**config.mk**
```make
export PLATFORM = sky130hd
export DESIGN_NAME = command_frame_deframer_flat
export DESIGN_NICKNAME = d
export VERILOG_FILES = /design/src/hw/rtl/cfd_pkg.sv /design/src/hw/rtl/cfd_in_if.sv /design/src/hw/rtl/cfd_out_if.sv /design/src/hw/rtl/cfd_datapath.sv /design/src/hw/rtl/cfd_controller.sv /design/src/hw/rtl/command_frame_deframer.sv /design/src/flat_wrapper.sv
export SDC_FILE = /design/constraint.sdc
export NUM_CORES = 1
export LEC_CHECK = 0
export BUFFER_PORTS_ARGS = -buffer_cell sky130_fd_sc_hd__clkbuf_2
export CORE_ASPECT_RATIO = 0.9
export CORE_MARGIN = 2
export CORE_UTILIZATION = 40
export DETAILED_ROUTE_END_ITERATION = 8
export HOLD_SLACK_MARGIN = 0.15
export SLEW_MARGIN = 40
export SYNTH_ARGS = -nofsm -noshare
export SYNTH_HDL_FRONTEND = slang
export SYNTH_SLANG_ARGS = --single-unit
```
**constraint.sdc**
```tcl
create_clock -name clk -period 3.85 [get_ports clk]
set_clock_uncertainty 0.15 [all_clocks]
set_input_delay 0.5775 -clock clk [delete_from_list [all_inputs] [get_ports clk]]
set_output_delay 0.5775 -clock clk [all_outputs]
set_load 0.03 [all_outputs]
```
**src/hw/rtl/cfd_pkg.sv**
```systemverilog
// ---------------------------------------------------------------------------
// cfd_pkg
// Constants, codes, control structs and the float conversion of the deframer.
// ---------------------------------------------------------------------------
`timescale 1ns / 1ps
`default_nettype none

package cfd_pkg;

  localparam int FRAME_BYTES = 64;
  localparam int ADDR_W      = $clog2(FRAME_BYTES);
  localparam int POS_W       = $clog2(FRAME_BYTES + 1);

  localparam logic [7:0] HDR_BYTE = 8'hAA;
  localparam int LEN_MAX          = FRAME_BYTES - 5;

  // Byte positions within a frame.
  localparam int POS_HDR0       = 0;
  localparam int POS_HDR1       = 1;
  localparam int POS_LEN        = 3;
  localparam int SUM_BASE       = 4;
  localparam int POS_START_WORD = 4;
  localparam int POS_INIT_WORD  = 44;
  localparam int WORD_BYTES     = 4;

  // Input command codes.
  localparam logic CMD_BYTE = 1'b0;
  localparam logic CMD_IDLE = 1'b1;

  typedef enum logic [1:0] {
    ST_OK      = 2'd0,
    ST_BAD_HDR = 2'd1,
    ST_BAD_LEN = 2'd2,
    ST_BAD_SUM = 2'd3
  } status_t;

  localparam logic [3:0] KIND_START   = 4'd0;
  localparam logic [3:0] KIND_MODE    = 4'd1;
  localparam logic [3:0] KIND_ANGLE_A = 4'd2;
  localparam logic [3:0] KIND_VEL_D   = 4'd9;
  localparam logic [3:0] KIND_VEL_X   = 4'd10;
  localparam logic [3:0] KIND_VEL_Z   = 4'd12;
  localparam logic [3:0] KIND_INIT    = 4'd13;

  localparam logic [7:0] MODE_FULL  = 8'd0;
  localparam logic [7:0] MODE_VEL   = 8'd1;

  typedef struct packed {
    logic wr_byte;
    logic close;
    logic walk;
    logic start_words;
    logic wstep;
    logic load_item;
    logic load_bad;
    logic next_word;
  } ctrl_cmd_t;

  typedef struct packed {
    logic    chk_done;
    status_t chk_status;
    logic    word_done;
    logic    out_last;
  } dp_stat_t;

  // Single-precision bits to an integer, truncated and saturated to 0..255.
  function automatic logic [7:0] float_to_u8(input logic [31:0] bits);
    logic [7:0]  expf;
    logic [22:0] mant;
    logic [4:0]  sh;
    logic [23:0] full;
    logic [7:0]  res;
    expf = bits[30:23];
    mant = bits[22:0];
    sh   = 5'(8'd150 - expf);
    full = {1'b1, mant} >> sh;
    if (expf == 8'hFF && mant != 23'd0) begin
      res = 8'd0;
    end else if (bits[31]) begin
      res = 8'd0;
    end else if (expf < 8'd127) begin
      res = 8'd0;
    end else if (expf >= 8'd135) begin
      res = 8'd255;
    end else begin
      res = full[7:0];
    end
    return res;
  endfunction

endpackage

`default_nettype wire

```
**src/hw/rtl/cfd_in_if.sv**
```systemverilog
// ---------------------------------------------------------------------------
// cfd_in_if
// Input channel: received bytes and idle-line marks.
// ---------------------------------------------------------------------------
`timescale 1ns / 1ps
`default_nettype none

interface cfd_in_if;
  logic       valid;
  logic       ready;
  logic       cmd;
  logic [7:0] rx_byte;

  modport source (output valid, output cmd, output rx_byte, input ready);
  modport sink   (input valid, input cmd, input rx_byte, output ready);
endinterface

`default_nettype wire

```
**src/hw/rtl/cfd_out_if.sv**
```systemverilog
// ---------------------------------------------------------------------------
// cfd_out_if
// Output channel: decoded frame items and frame counters.
// ---------------------------------------------------------------------------
`timescale 1ns / 1ps
`default_nettype none

interface cfd_out_if;
  logic        valid;
  logic        ready;
  logic [1:0]  status;
  logic [3:0]  item_kind;
  logic [31:0] item_value;
  logic        last;
  logic [31:0] frames_received;
  logic [31:0] frames_valid;
  logic [31:0] frames_bad;

  modport source (output valid, output status, output item_kind, output item_value,
                  output last, output frames_received, output frames_valid,
                  output frames_bad, input ready);
  modport sink   (input valid, input status, input item_kind, input item_value,
                  input last, input frames_received, input frames_valid,
                  input frames_bad, output ready);
endinterface

`default_nettype wire

```
**src/hw/rtl/cfd_datapath.sv**
```systemverilog
// ---------------------------------------------------------------------------
// cfd_datapath
// Frame store, checksum walk, word assembly, output register and counters.
// ---------------------------------------------------------------------------
`timescale 1ns / 1ps
`default_nettype none

module cfd_datapath (
  input  logic               clk,
  input  logic               rst,
  input  cfd_pkg::ctrl_cmd_t cmd,
  output cfd_pkg::dp_stat_t  stat,
  input  logic [7:0]         in_byte,
  output cfd_pkg::status_t   status,
  output logic [3:0]         item_kind,
  output logic [31:0]        item_value,
  output logic               last,
  output logic [31:0]        frames_received,
  output logic [31:0]        frames_valid,
  output logic [31:0]        frames_bad
);
  import cfd_pkg::*;

  logic [7:0]        mem [FRAME_BYTES];
  logic              vld [FRAME_BYTES];
  logic [7:0]        rd_byte;
  logic              rd_vld;

  logic [POS_W-1:0]  wr_pos;
  logic [ADDR_W-1:0] idx;
  logic [ADDR_W-1:0] base;
  logic [ADDR_W-1:0] base_next;
  logic [1:0]        bcnt;
  logic [7:0]        sum;
  logic [7:0]        len;
  logic              hdr0;
  logic              hdr1;
  logic [23:0]       word_lo;
  logic [3:0]        kind;
  logic [3:0]        kind_next;
  logic [7:0]        mode;

  logic [7:0]        d;
  logic [8:0]        end_pos;
  logic [8:0]        j9;
  logic              at_len;
  logic              at_end;
  logic              hdr_bad;
  logic              len_bad;
  logic              wr_ok;
  logic [31:0]       word_full;
  logic [7:0]        conv;

  // Entries never written since reset read as zero.
  assign d         = rd_vld ? rd_byte : 8'd0;
  assign end_pos   = {1'b0, len} + 9'(SUM_BASE);
  assign j9        = 9'(idx);
  assign at_len    = (idx == ADDR_W'(POS_LEN));
  assign at_end    = (idx > ADDR_W'(POS_LEN)) && (j9 == end_pos);
  assign hdr_bad   = !(hdr0 && hdr1);
  assign len_bad   = ({1'b0, d} > 9'(LEN_MAX));
  assign wr_ok     = (wr_pos < POS_W'(FRAME_BYTES));
  assign word_full = {word_lo, d};
  assign conv      = float_to_u8(word_full);

  always_comb begin
    stat.chk_done   = (at_len && (hdr_bad || len_bad)) || at_end;
    if (at_len) begin
      stat.chk_status = hdr_bad ? ST_BAD_HDR : ST_BAD_LEN;
    end else begin
      stat.chk_status = (sum == d) ? ST_OK : ST_BAD_SUM;
    end
    stat.word_done  = (bcnt == 2'd3);
    stat.out_last   = last;
  end

  always_comb begin
    base_next = base + ADDR_W'(WORD_BYTES);
    case (kind)
      KIND_MODE: kind_next = (mode == MODE_FULL) ? KIND_ANGLE_A : KIND_VEL_X;
      KIND_VEL_D: kind_next = KIND_INIT;
      KIND_VEL_Z: begin
        kind_next = KIND_INIT;
        base_next = ADDR_W'(POS_INIT_WORD);
      end
      default: kind_next = kind + 4'd1;
    endcase
  end

  always_ff @(posedge clk) begin
    if (cmd.wr_byte && wr_ok) begin
      mem[wr_pos[ADDR_W-1:0]] <= in_byte;
    end
    rd_byte <= mem[idx];
    rd_vld  <= vld[idx];
  end

  always_ff @(posedge clk) begin
    if (rst) begin
      for (int k = 0; k < FRAME_BYTES; k++) begin
        vld[k] <= 1'b0;
      end
      wr_pos          <= '0;
      frames_received <= '0;
      frames_valid    <= '0;
      frames_bad      <= '0;
    end else begin
      if (cmd.wr_byte && wr_ok) begin
        vld[wr_pos[ADDR_W-1:0]] <= 1'b1;
        wr_pos                  <= wr_pos + POS_W'(1);
      end
      if (cmd.close) begin
        wr_pos          <= '0;
        frames_received <= frames_received + 32'd1;
      end
      if (cmd.start_words) begin
        frames_valid <= frames_valid + 32'd1;
      end
      if (cmd.load_bad) begin
        frames_bad <= frames_bad + 32'd1;
      end
    end
  end

  always_ff @(posedge clk) begin
    if (cmd.close) begin
      idx <= '0;
      sum <= 8'd0;
    end
    if (cmd.walk) begin
      if (idx == ADDR_W'(POS_HDR0)) hdr0 <= (d == HDR_BYTE);
      if (idx == ADDR_W'(POS_HDR1)) hdr1 <= (d == HDR_BYTE);
      if (at_len) len <= d;
      // The length is not yet known while the fixed leading bytes go by.
      if (idx <= ADDR_W'(POS_LEN) || j9 < end_pos) begin
        sum <= sum + d;
      end
      idx <= idx + ADDR_W'(1);
    end
    if (cmd.start_words) begin
      base <= ADDR_W'(POS_START_WORD);
      idx  <= ADDR_W'(POS_START_WORD);
      kind <= KIND_START;
      bcnt <= 2'd0;
    end
    if (cmd.wstep) begin
      word_lo <= word_full[23:0];
      idx     <= idx + ADDR_W'(1);
      bcnt    <= bcnt + 2'd1;
    end
    if (cmd.next_word) begin
      kind <= kind_next;
      base <= base_next;
      idx  <= base_next;
      bcnt <= 2'd0;
    end
    if (cmd.load_item) begin
      status    <= ST_OK;
      item_kind <= kind;
      if (kind == KIND_START || kind == KIND_MODE) begin
        item_value <= 32'(conv);
      end else begin
        item_value <= word_full;
      end
      last <= (kind == KIND_INIT) ||
              (kind == KIND_MODE && conv != MODE_FULL && conv != MODE_VEL);
      if (kind == KIND_MODE) mode <= conv;
    end
    if (cmd.load_bad) begin
      status     <= stat.chk_status;
      item_kind  <= KIND_START;
      item_value <= 32'd0;
      last       <= 1'b1;
    end
  end

endmodule

`default_nettype wire

```
**src/hw/rtl/cfd_controller.sv**
```systemverilog
// ---------------------------------------------------------------------------
// cfd_controller
// Sequencer for byte capture, frame check, word reads and result handshake.
// ---------------------------------------------------------------------------
`timescale 1ns / 1ps
`default_nettype none

module cfd_controller (
  input  logic               clk,
  input  logic               rst,
  input  logic               in_valid,
  output logic               in_ready,
  input  logic               in_cmd,
  output logic               out_valid,
  input  logic               out_ready,
  output cfd_pkg::ctrl_cmd_t cmd,
  input  cfd_pkg::dp_stat_t  stat
);
  import cfd_pkg::*;

  typedef enum logic [2:0] {
    S_IDLE,
    S_CREAD,
    S_CDATA,
    S_WREAD,
    S_WDATA,
    S_OUT
  } state_t;

  state_t state;
  state_t state_next;

  always_comb begin
    state_next = state;
    cmd        = '0;
    unique case (state)
      S_IDLE: begin
        if (in_valid && in_ready) begin
          if (in_cmd == CMD_IDLE) begin
            cmd.close  = 1'b1;
            state_next = S_CREAD;
          end else begin
            cmd.wr_byte = 1'b1;
          end
        end
      end
      S_CREAD: state_next = S_CDATA;
      S_CDATA: begin
        // The walk only advances while the check is still undecided.
        if (!stat.chk_done) begin
          cmd.walk   = 1'b1;
          state_next = S_CREAD;
        end else if (stat.chk_status != ST_OK) begin
          cmd.load_bad = 1'b1;
          state_next   = S_OUT;
        end else begin
          cmd.start_words = 1'b1;
          state_next      = S_WREAD;
        end
      end
      S_WREAD: state_next = S_WDATA;
      S_WDATA: begin
        cmd.wstep = 1'b1;
        if (stat.word_done) begin
          cmd.load_item = 1'b1;
          state_next    = S_OUT;
        end else begin
          state_next = S_WREAD;
        end
      end
      S_OUT: begin
        if (out_ready) begin
          if (stat.out_last) begin
            state_next = S_IDLE;
          end else begin
            cmd.next_word = 1'b1;
            state_next    = S_WREAD;
          end
        end
      end
      default: state_next = S_IDLE;
    endcase
  end

  always_ff @(posedge clk) begin
    if (rst) begin
      state     <= S_IDLE;
      in_ready  <= 1'b1;
      out_valid <= 1'b0;
    end else begin
      state     <= state_next;
      in_ready  <= (state_next == S_IDLE);
      out_valid <= (state_next == S_OUT);
    end
  end

endmodule

`default_nettype wire

```
**src/hw/rtl/command_frame_deframer.sv**
```systemverilog
// A data byte is written into the frame store and ready stays high between frames.
// An idle-line word starts a check that reads the stored bytes one at a time, each
// fetched in S_CREAD and tested in S_CDATA: len+5 bytes for a good frame, four when
// the header or length fails. Each result word is then read byte by byte and presented;
// each result holds until taken, and ready returns after the last one.
// Reset clears counters, write position and the store's valid bits; unwritten bytes read 0.
// ---------------------------------------------------------------------------
// command_frame_deframer
// Collects received bytes into a frame store and decodes checked frames.
// ---------------------------------------------------------------------------
`timescale 1ns / 1ps
`default_nettype none

module command_frame_deframer (
  input  logic      clk,
  input  logic      rst,
  cfd_in_if.sink    in_ch,
  cfd_out_if.source out_ch
);
  import cfd_pkg::*;

  ctrl_cmd_t cmd;
  dp_stat_t  stat;
  status_t   status;

  cfd_controller u_ctrl (
    .clk       (clk),
    .rst       (rst),
    .in_valid  (in_ch.valid),
    .in_ready  (in_ch.ready),
    .in_cmd    (in_ch.cmd),
    .out_valid (out_ch.valid),
    .out_ready (out_ch.ready),
    .cmd       (cmd),
    .stat      (stat)
  );

  cfd_datapath u_dp (
    .clk             (clk),
    .rst             (rst),
    .cmd             (cmd),
    .stat            (stat),
    .in_byte         (in_ch.rx_byte),
    .status          (status),
    .item_kind       (out_ch.item_kind),
    .item_value      (out_ch.item_value),
    .last            (out_ch.last),
    .frames_received (out_ch.frames_received),
    .frames_valid    (out_ch.frames_valid),
    .frames_bad      (out_ch.frames_bad)
  );

  assign out_ch.status = 2'(status);

endmodule

`default_nettype wire

```
**src/flat_wrapper.sv**
```systemverilog
// flat-port wrapper written by rule: the top's interface ports become plain ports
module command_frame_deframer_flat import cfd_pkg::*;
  (clk, rst, in_ch_valid, in_ch_cmd, in_ch_rx_byte, in_ch_ready, out_ch_valid, out_ch_status, out_ch_item_kind, out_ch_item_value, out_ch_last, out_ch_frames_received, out_ch_frames_valid, out_ch_frames_bad, out_ch_ready);
  cfd_in_if in_ch_i ();
  cfd_out_if out_ch_i ();
  input  logic clk;
  input  logic rst;
  input wire logic [$bits(in_ch_i.valid)-1:0] in_ch_valid;
  input wire logic [$bits(in_ch_i.cmd)-1:0] in_ch_cmd;
  input wire logic [$bits(in_ch_i.rx_byte)-1:0] in_ch_rx_byte;
  output wire logic [$bits(in_ch_i.ready)-1:0] in_ch_ready;
  output wire logic [$bits(out_ch_i.valid)-1:0] out_ch_valid;
  output wire logic [$bits(out_ch_i.status)-1:0] out_ch_status;
  output wire logic [$bits(out_ch_i.item_kind)-1:0] out_ch_item_kind;
  output wire logic [$bits(out_ch_i.item_value)-1:0] out_ch_item_value;
  output wire logic [$bits(out_ch_i.last)-1:0] out_ch_last;
  output wire logic [$bits(out_ch_i.frames_received)-1:0] out_ch_frames_received;
  output wire logic [$bits(out_ch_i.frames_valid)-1:0] out_ch_frames_valid;
  output wire logic [$bits(out_ch_i.frames_bad)-1:0] out_ch_frames_bad;
  input wire logic [$bits(out_ch_i.ready)-1:0] out_ch_ready;
  assign in_ch_i.valid = in_ch_valid;
  assign in_ch_i.cmd = in_ch_cmd;
  assign in_ch_i.rx_byte = in_ch_rx_byte;
  assign in_ch_ready = in_ch_i.ready;
  assign out_ch_valid = out_ch_i.valid;
  assign out_ch_status = out_ch_i.status;
  assign out_ch_item_kind = out_ch_i.item_kind;
  assign out_ch_item_value = out_ch_i.item_value;
  assign out_ch_last = out_ch_i.last;
  assign out_ch_frames_received = out_ch_i.frames_received;
  assign out_ch_frames_valid = out_ch_i.frames_valid;
  assign out_ch_frames_bad = out_ch_i.frames_bad;
  assign out_ch_i.ready = out_ch_ready;
  command_frame_deframer u_core (.clk(clk), .rst(rst), .in_ch(in_ch_i), .out_ch(out_ch_i));
endmodule
```
==> results.md <==
* Synthesized instance count at 2396
* Fin. max-slew vios at 0
* Critical path's top delay family: simple AND/OR/NAND/NOR gates
* Row count at 100
* HP Start: rst
* CP Cell Sequence: nand2_1 -> inv_1 -> ha_1 -> or4_4 -> nor3_4 -> nand4_4 -> a2111oi_4 -> buf_4 -> nand3_1 -> xor2_1 -> nor2_1
* Multi-input gate area at 0.0108 mm2
* Vias in the first global route at 20600
* Mux contribution to synthesized area at 11.8%
* Avg Cell Area, Syn at 13.9 um2
* Clk slew on worst S/H paths at 0.06 ns
* CP bufs+invs at 2
* Min Tclk post-route at 3.63 ns
* Asr flop ratio synth at 0%
* Synth Area in Adders at 1.11%
* GP Congestion at 0.866
* Max Root-Sink Buffers at 3
* DR WL/cell at 21.7 um
* Worst r2r src: u_core.u_dp.rd_vld
* Synth area leaders: edfxtp_1, dfxtp_1, mux4_2
* Max-cap violations at 0
* Pre-Repair DR Iteration Count at 5
* Cell taking the most area after synthesis: edfxtp_1
* Fillcell total at 7100
* Leak at 0.0135 uW
* Largest family of logic cells by synthesized area: multiplexers
* Final core utilization at 46.9%
* GRT Total Usage at 19.0%
* Pre-CTS setup slack at 0.0513 ns
* Final hold vios at 0
* Final worst path period share at 94.2%
* DR vias at 20900
* Critical path's largest stage delay at 0.61 ns
* Most common cell after layout, fill and taps aside: edfxtp_1
* Critical path arrival at 3.97 ns
* Vias per inst at 5.53
* Critical Path End Type: flip-flop
* Syn nets at 2438
* Worst-margin pin slew at 0.844 ns
* Die height at 277 um
* Sequential fraction of the synthesis area at 65.5%
* Root buffer cell: clkbuf_16
* Setup TNS at 0 ns
* DR DRC count at 0
* Synth Area in XOR/XNOR at 2.01%
* Worst EP required at 4.20 ns
* Largest net degree at the start of global routing at 129
* Worst Setup SP: u_core.u_dp.rd_vld
* Layout area overhead at 16.3%
* Final #Nets at 2669
* Initial Utilization at 40.3%
* IO buf count at 149
* FMAX at 276 MHz
* FF+latch count, synth at 800
* Die W at 308 um
* Total CTS buffers at 83
* Worst skew pair latency at 0.65 ns
* Yosys top cell area share at 51.7%
* Core box area at 0.0825 mm2
* Complex-gate fraction of the synthesized area at 7.65%
* Max VDD drop at 0.000345 V
* Dominant synthesized flop cell: edfxtp_1
* Status: completed
* Critical Path Fanout Max at 16
* DPL Wire Length at 53.0 mm
* Hold slack final at 0.201 ns
* Die area at 0.0854 mm2
* Initial antenna violation count at 1
* Setup crit start kind: flip-flop
* Number of flops mapped to enable cells by yosys at 572
* Setup ws final at 0.225 ns
* Cell area after synthesis at 0.0332 mm2
* Yosys warns at 0
* Global route total overflow at 0
* Final setup vio count at 0
* Slew HR at 43.4%
* WS Path Type: flip-flop to flip-flop
* PwrDens at 492 mW/mm2
* Layout cell share with drive strength beyond 1 at 20.6%
* Post-synthesis simple-gate area fraction at 10.0%
* Slowest-stage cell, CP: dfxtp_1
* Clock Sinks at 800
* CTS tree: built
* First-pass GRT wire length at 125 mm
* Post-DRT Antenna Nets at 0
* H-tree depth at 3
* Final WL at 81.7 mm
* Reg area at 0.0217 mm2
* Worst Hold Class: input pin to flip-flop
* Starting DRC count in detailed routing at 1842
* Ports at 150
* Synth unique cells at 74
* Commonest cells after routing, fill and taps aside: edfxtp_1, nor2_1, dfxtp_1, mux2i_1, clkbuf_2
==> layer usage <==
| layer | part of all wire, % | vias up | GRT usage (%) | wire length, um |
|---|---|---|---|---|
| li1 | - | 9645 | - | - |
| met1 | 44 | 10500 | 26.0 | 36200 |
| met2 | 48 | 551 | 31.2 | 39500 |
| met3 | 5.3 | 117 | 3.38 | 4330 |
| met4 | 2.0 | 0 | 4.89 | 1650 |
| met5 | 0 | - | 0 | 0 |
==> through the flow <==
stage | area (um2) | instances | total power (uW)
final | 38600 | 3769 | 19000
after global routing | 38600 | 3768 | 19700
after CTS | 38600 | 3765 | 19200
after detailed placement | 35800 | 3609 | 11100
after global placement | 35800 | 3609 | 11000
after floorplan | 33200 | 2396 | 10500
==> layout make-up <==
class	instances	share of cell area, %
Antenna cell	1	0.00648
Clock inverter	44	1.23
Inverter	38	0.369
Clock buffer	111	6.02
Multi-Input combinational cell	1434	28.1
Tap cell	1071	3.47
Sequential cell	800	56.3
Timing Repair Buffer	270	4.59
==> flip-flops by register name, indices dropped and copies added (netlist names), 24 cells and up <==
register / cells
u_core.u_dp.mem: 512
u_core.u_dp.vld: 64
u_core.u_dp.frames_bad: 32
u_core.u_dp.frames_valid: 32
u_core.u_dp.word_lo: 24
u_core.u_dp.item_value: 32
u_core.u_dp.frames_received: 32
==> worst paths after layout <==
kind | to | slack [ns] | cells after the start
hold / removal | u_core.u_dp.frames_received[26] | 0.20 | 2
setup reg to reg | u_core.u_dp.frames_valid[24] | 0.22 | 11
setup / recovery | u_core.u_dp.frames_valid[24] | 0.22 | 11
hold reg to reg | u_core.u_dp.item_kind[2] | 0.31 | 2
==> power by group <==
group          leakage [uW]  switching (uW)  internal [uW]
logic               0.00514             941            525
clock network       0.00137            3340           4810
registers           0.00701            99.2           9310
==> Yosys cell counts (5+ instances only) <==
cell	count
nor3_1	26
mux2_2	23
mux4_2	93
nor2_1	287
o21ai_0	62
o221ai_1	68
o22ai_1	24
nand2_1	132
o21a_1	5
o21ba_2	13
a22oi_1	8
nand3_1	72
clkbuf_1	86
and3_1	21
or4_1	13
dfxtp_1	228
a22o_1	27
a21oi_1	87
xor2_1	46
buf_2	26
inv_1	36
nand2b_1	9
nor4_1	8
edfxtp_1	572
a31oi_1	11
and2_1	16
a21o_1	7
a211oi_1	8
buf_1	7
and4_1	8
nor2b_1	19
mux2i_1	156
or3_1	32
o31ai_1	14
xnor2_1	27
nand4_1	29
ha_1	28
==> logic make-up (layout without fill, tap and decap cells) <==
logic type | Yosys count | in the layout
buf+inv | 162 | 463
simple gates | 694 | 694
fa+ha+maj | 29 | 29
mux | 272 | 272
flops | 800 | 800
other cells | 0 | 1
compound gates | 365 | 365
xor+xnor | 74 | 74
==> timing repair <==
| action | in CTS | in global routing |
|---|---|---|
| setup endpoints to repair | 0 | 20 |
| buffers inserted | 0 | 2 |
| hold buffers | 1 | 0 |
| endpoints found under the hold margin | 4 | 0 |
| resized for setup | 0 | 2 |
Note: power is estimated with default switching activity, not from simulation.
